## src/design/pidl_pkg.sv

```systemverilog
package pidl_pkg;

   localparam int DEPTH  = 64;
   localparam int CNT_W  = 7;
   localparam int POS_W  = 7;
   localparam int DATA_W = 32;

   typedef enum logic [1:0] {
      CMD_APPEND = 2'd0,
      CMD_INSERT = 2'd1,
      CMD_DELETE = 2'd2
   } cmd_type;

   typedef enum logic [1:0] {
      ST_DONE   = 2'd0,
      ST_FULL   = 2'd1,
      ST_BADPOS = 2'd2
   } status_type;

   // per-cell steering control
   typedef struct packed {
      logic load;        // take the new value
      logic from_left;   // shift up: take lower neighbor
      logic from_right;  // shift down: take upper neighbor
      logic tap;         // present held value on the removal tap
   } cell_ctl_type;

endpackage

```

## src/design/pidl_cell.sv

```systemverilog
module pidl_cell (
   input  logic                               clock,
   input  pidl_pkg::cell_ctl_type             ctl,
   input  logic signed [pidl_pkg::DATA_W-1:0] item_value,
   input  logic signed [pidl_pkg::DATA_W-1:0] left_value,
   input  logic signed [pidl_pkg::DATA_W-1:0] right_value,
   output logic signed [pidl_pkg::DATA_W-1:0] entry_value,
   output logic signed [pidl_pkg::DATA_W-1:0] tap_value
);

   logic signed [pidl_pkg::DATA_W-1:0] entry_ff;
   logic signed [pidl_pkg::DATA_W-1:0] entry_in;

   always_comb begin
      priority if (ctl.load) begin
         entry_in = item_value;
      end else if (ctl.from_left) begin
         entry_in = left_value;
      end else if (ctl.from_right) begin
         entry_in = right_value;
      end else begin
         entry_in = entry_ff;
      end
   end

   always_ff @(posedge clock) begin
      entry_ff <= entry_in;
   end

   assign entry_value = entry_ff;
   assign tap_value   = ctl.tap ? entry_ff : '0;

endmodule

```

## config.mk

```make
export PLATFORM = sky130hd
export DESIGN_NAME = pidl_cell
export DESIGN_NICKNAME = d
export VERILOG_FILES = /design/src/design/pidl_pkg.sv /design/src/design/pidl_cell.sv
export SDC_FILE = /design/constraint.sdc
export NUM_CORES = 1
export LEC_CHECK = 0
export ABC_AREA = 1
export CAP_MARGIN = 40
export CORE_ASPECT_RATIO = 1.25
export CORE_MARGIN = 2
export CORE_UTILIZATION = 57
export DETAILED_ROUTE_END_ITERATION = 16
export DONT_BUFFER_PORTS = 1
export HOLD_SLACK_MARGIN = 0.1
export PLACE_DENSITY = 0.8
export SKIP_CTS_REPAIR_TIMING = 1
export SLEW_MARGIN = 20
export SYNTH_ARGS = -nofsm -noshare
export SYNTH_HDL_FRONTEND = slang
export SYNTH_SLANG_ARGS = --single-unit
export TNS_END_PERCENT = 30
```

## constraint.sdc

```tcl
create_clock -name clock -period 1.5 [get_ports clock]
set_clock_uncertainty 0.2 [all_clocks]
set_input_delay 0 -clock clock [delete_from_list [all_inputs] [get_ports clock]]
set_output_delay 0 -clock clock [all_outputs]
set_load 0.05 [all_outputs]
```

==> results.sh, run 1 <==
export IMPL_run_status="aborted with a tool error"
export IMPL_failed_stage="5_1_grt"
export IMPL_flow_first_error="[ERROR RSZ-0060] Max buffer count reached."
export IMPL_synth_ff_latch_count=32
export IMPL_syn_area_per_cell_um2=6.54
export IMPL_yosys_warnings=0
export IMPL_post_synth_instance_area_mm2=0.00223
export IMPL_synth_cell_type_count=9
export IMPL_detailedPlace_worstSlack_ns=0.450
export IMPL_floorplan_io_pins=165
export IMPL_cts_htree_levels=2
export IMPL_proportion_of_synthesized_chip_area_in_sequential_cells=0.431
export IMPL_floorplan_initialDensity=0.594
export IMPL_post_synth_inst_count=341
export IMPL_grt_start_max_net_pins=35
export IMPL_ctsRootBufferMaster="sky130_fd_sc_hd__clkbuf_8"
export IMPL_cts_root_to_sink_buffers=2
export IMPL_gp_congestion=0.771
export IMPL_chipHeight_um=73.9
export IMPL_chipWidth_um=59.9
export IMPL_synth_nets=442
export IMPL_cts_inserted_buffers=5
export IMPL_post_dp_hpwl_um=4340
export IMPL_port_buffers=0
export IMPL_core_rowCount=25
export IMPL_cts_num_sinks=32
Yosys cell counts (all sizes together):
library cell	n	area, um^2
buf	17	128
edfxtp	32	961
inv	98	373
nand2	161	604
nand3	32	160
nor2	1	3.75
through the flow:
step,std cells,instance area (um^2)
after floorplan,341,2230
after global placement,417,2560
after detailed placement,417,2560
after CTS,424,2640
cell families after synthesis:
| kind of cell | share of synthesized area |
|---|---|
| and+or+nand+nor | 0.345 |
| buffers and inverters | 0.224 |
| DFF | 0.431 |
==> run 2: changes to the inputs <==
CORE_ASPECT_RATIO = unset   (was 1.25)
CORE_UTILIZATION = 40   (was 57)
HOLD_SLACK_MARGIN = unset   (was 0.1)
PLACE_DENSITY = unset   (was 0.8)
PLACE_DENSITY_LB_ADDON = 0.15   (was unset)
clock period = 2 ns   (was 1.5 ns; I/O delays follow)
==> run 2 against run 1 <==
Compared with the run above: the flow now finishes without violations; synthesized cell count unchanged; area after synthesis is the same.
==> results.sh, run 2 <==
export IMPL_critical_path_max_fanout=1
export IMPL_drt_pre_antenna_iters=4
export IMPL_maxSlewHeadroom=0.713
export IMPL_detail_route_iter0_violations=123
export IMPL_finalWorstSetupSlack_ns=0.0498
export IMPL_post_synth_inst_count=341
export IMPL_post_dp_hpwl_um=3630
export IMPL_yosys_warnings=0
export IMPL_cp_arrival_ns=1.78
export IMPL_static_leakage_power_nw=1.99
export IMPL_p_sw_mw=0.928
export IMPL_utilization=0.642
export IMPL_min_from="ctl[0]"
export IMPL_min_delay_path_depth=2
export IMPL_area_growth_synth_to_final_pct=56.6
export IMPL_cts_root_to_sink_buffers=2
export IMPL_grt_pass1_wl_um=7940
export IMPL_powerDensity_mw_per_mm2=665
export IMPL_p_seq_frac=0.367
export IMPL_gp_congestion=0.732
export IMPL_yosys_top_cells_count="161 x sky130_fd_sc_hd__nand2_1, 96 x sky130_fd_sc_hd__inv_1, 32 x sky130_fd_sc_hd__edfxtp_1, 32 x sky130_fd_sc_hd__nand3_1, 7 x sky130_fd_sc_hd__buf_4"
export IMPL_initial_antenna_violation_count=0
export IMPL_synth_cell_type_count=9
export IMPL_run_status="complete, no violations"
export IMPL_post_synth_instance_area_mm2=0.00223
export IMPL_synth_ff_latch_count=32
export IMPL_core_rowCount=27
export IMPL_chipWidth_um=78.7
export IMPL_intPower_mw=1.39
export IMPL_cts_num_sinks=32
export IMPL_floorplan_initialDensity=0.410
export IMPL_crit_path_start_kind="input pin"
export IMPL_wl_per_cell_um=11.6
export IMPL_nNetsFinal=561
export IMPL_vdd_ir_drop_max_mv=0.333
export IMPL_cts_htree_levels=2
export IMPL_cts_inserted_buffers=5
export IMPL_ctsRootBufferMaster="sky130_fd_sc_hd__clkbuf_8"
export IMPL_fin_worst_hold_slack_ns=0.0257
export IMPL_groute_usage_overall=0.165
export IMPL_first_global_vias=1777
export IMPL_grt_setup_unrepaired="false"
export IMPL_worst_pin_slew_ns=0.429
export IMPL_layout_drive_gt1_share=0.0889
export IMPL_switching_fraction=0.400
export IMPL_clkTransAtPathRegs_ns=0.06
export IMPL_report_final_hold_viol_count=0
export IMPL_totalPowerFinal_mw=2.32
export IMPL_wl_final_um=6170
export IMPL_nFillCells=502
export IMPL_detailroute_via_count=2417
export IMPL_fin_crit_sh=0.975
export IMPL_power_share_combinational=0.431
export IMPL_synth_most_common_cell="sky130_fd_sc_hd__nand2_1"
export IMPL_worstSetupPathType="input pin to flop"
export IMPL_antennaDiodeCount=0
export IMPL_final_common_cell="sky130_fd_sc_hd__nand2_1"
export IMPL_layout_min_cycle_time_ns=1.95
export IMPL_tritoncts="built"
export IMPL_core_region_area_mm2=0.00544
export IMPL_synth_nets=442
export IMPL_grt_start_max_net_pins=35
export IMPL_layout_common_cells="161 x sky130_fd_sc_hd__nand2_1, 96 x sky130_fd_sc_hd__inv_1, 95 x sky130_fd_sc_hd__dlygate4sd3_1, 33 x sky130_fd_sc_hd__buf_4"
export IMPL_largest_register_ff_count=32
export IMPL_worstHoldEndpoint="tap_value[12]"
export IMPL_worst_ep_required_time_ns=1.83
export IMPL_floorplan_io_pins=165
export IMPL_yosys_most_used_dff="sky130_fd_sc_hd__edfxtp_1"
export IMPL_yosysTopAreaCell="sky130_fd_sc_hd__edfxtp_1"
export IMPL_setup_worst_path_end_class="flop"
export IMPL_post_synth_top_area_fraction=0.431
export IMPL_detailedPlace_worstSlack_ns=0.820
export IMPL_syn_area_per_cell_um2=6.54
export IMPL_fin_tns_setup_ns=0
export IMPL_die_area_mm2=0.00619
export IMPL_chipHeight_um=78.7
export IMPL_synth_async_sr_flop_share=0
export IMPL_port_buffers=0
export IMPL_layout_area_seq_um2=961
export IMPL_worst_hold_path_type="input pin to primary output"
export IMPL_timing_max_cap_violations=0
export IMPL_clkPwrFrac=0.202
export IMPL_critPathLaunch="item_value[19]"
export IMPL_slew_violations=0
export IMPL_multiInputGateArea_um2=768
export IMPL_ant_nets=0
export IMPL_count_of_flip_flops_with_a_built_in_enable_after_synthesis=32
export IMPL_max_clock_freq_ghz=0.513
export IMPL_netlist_top_cells_area="sky130_fd_sc_hd__edfxtp_1 43%, sky130_fd_sc_hd__nand2_1 27%, sky130_fd_sc_hd__inv_1 16%, sky130_fd_sc_hd__nand3_1 7.2%, sky130_fd_sc_hd__buf_4 2.4%"
export IMPL_globalRoute_totalOverflow=0
export IMPL_proportion_of_synthesized_chip_area_in_sequential_cells=0.431
export IMPL_setup_violations_final=0
export IMPL_drt_vias_per_instance=4.53
export IMPL_drc=0
run 2: power groups by stage:
stage / Combinational [mW] / Clock [mW] / Sequential, mW
after floorplan: 0.401 / 0 / 1.16
after global placement: 0.804 / 0 / 0.863
after detailed placement: 0.808 / 0 / 0.865
after CTS: 0.809 / 0.487 / 0.851
after global routing: 1.07 / 0.517 / 0.858
final: 1.00 / 0.469 / 0.851
run 2: logic make-up after synthesis:
kind of cell           count (synthesis)  synth area share
DFF                                   32             0.431
and+or+nand+nor                      194             0.345
buffers and inverters                115             0.224
run 2: area by class of cell:
type / count / share of cell area
multi-input cells: 194 / 0.220
clock buffers: 7 / 0.0219
repair buffers: 129 / 0.349
well taps: 72 / 0.0258
flip-flops and latches: 32 / 0.275
clock inverters: 1 / 0.00108
inverters: 98 / 0.107
run 2: per-stage QoR:
stage	instances	cell area, um^2
after global routing	533	3490
final	533	3490
after global placement	429	2440
after CTS	437	2520
after detailed placement	429	2440
after floorplan	341	2230
run 2: worst max-delay path: stages:
cell	delay, ns
sky130_fd_sc_hd__dlygate4sd3_1	0.54
sky130_fd_sc_hd__nand2_1	0.07
sky130_fd_sc_hd__dlygate4sd3_1	0.55
sky130_fd_sc_hd__nand2_1	0.06
sky130_fd_sc_hd__dlygate4sd3_1	0.56
run 2: per-layer routing:
metal,routed length [um],up-vias,global-route usage
met3,403,16,0.0586
met2,3190,102,0.297
li1,-,1211,-
met4,148,0,0.0561
met5,0,-,0
met1,2420,1088,0.179
run 2: worst max-delay path by stage:
stage | endpoint | slack (ns) | cells past startpoint
after global placement | entry_value[12]$_DFFE_PP_ | 0.83 | 3
after detailed placement | entry_value[9]$_DFFE_PP_ | 0.82 | 3
after CTS | tap_value[24] | 0.57 | 3
after floorplan | entry_value[0]$_DFFE_PP_ | 0.40 | 4
final | entry_value[19]$_DFFE_PP_ | 0.05 | 5
after global routing | entry_value[1]$_DFFE_PP_ | 0.02 | 5
Note: power is estimated with default switching activity, not from simulation.
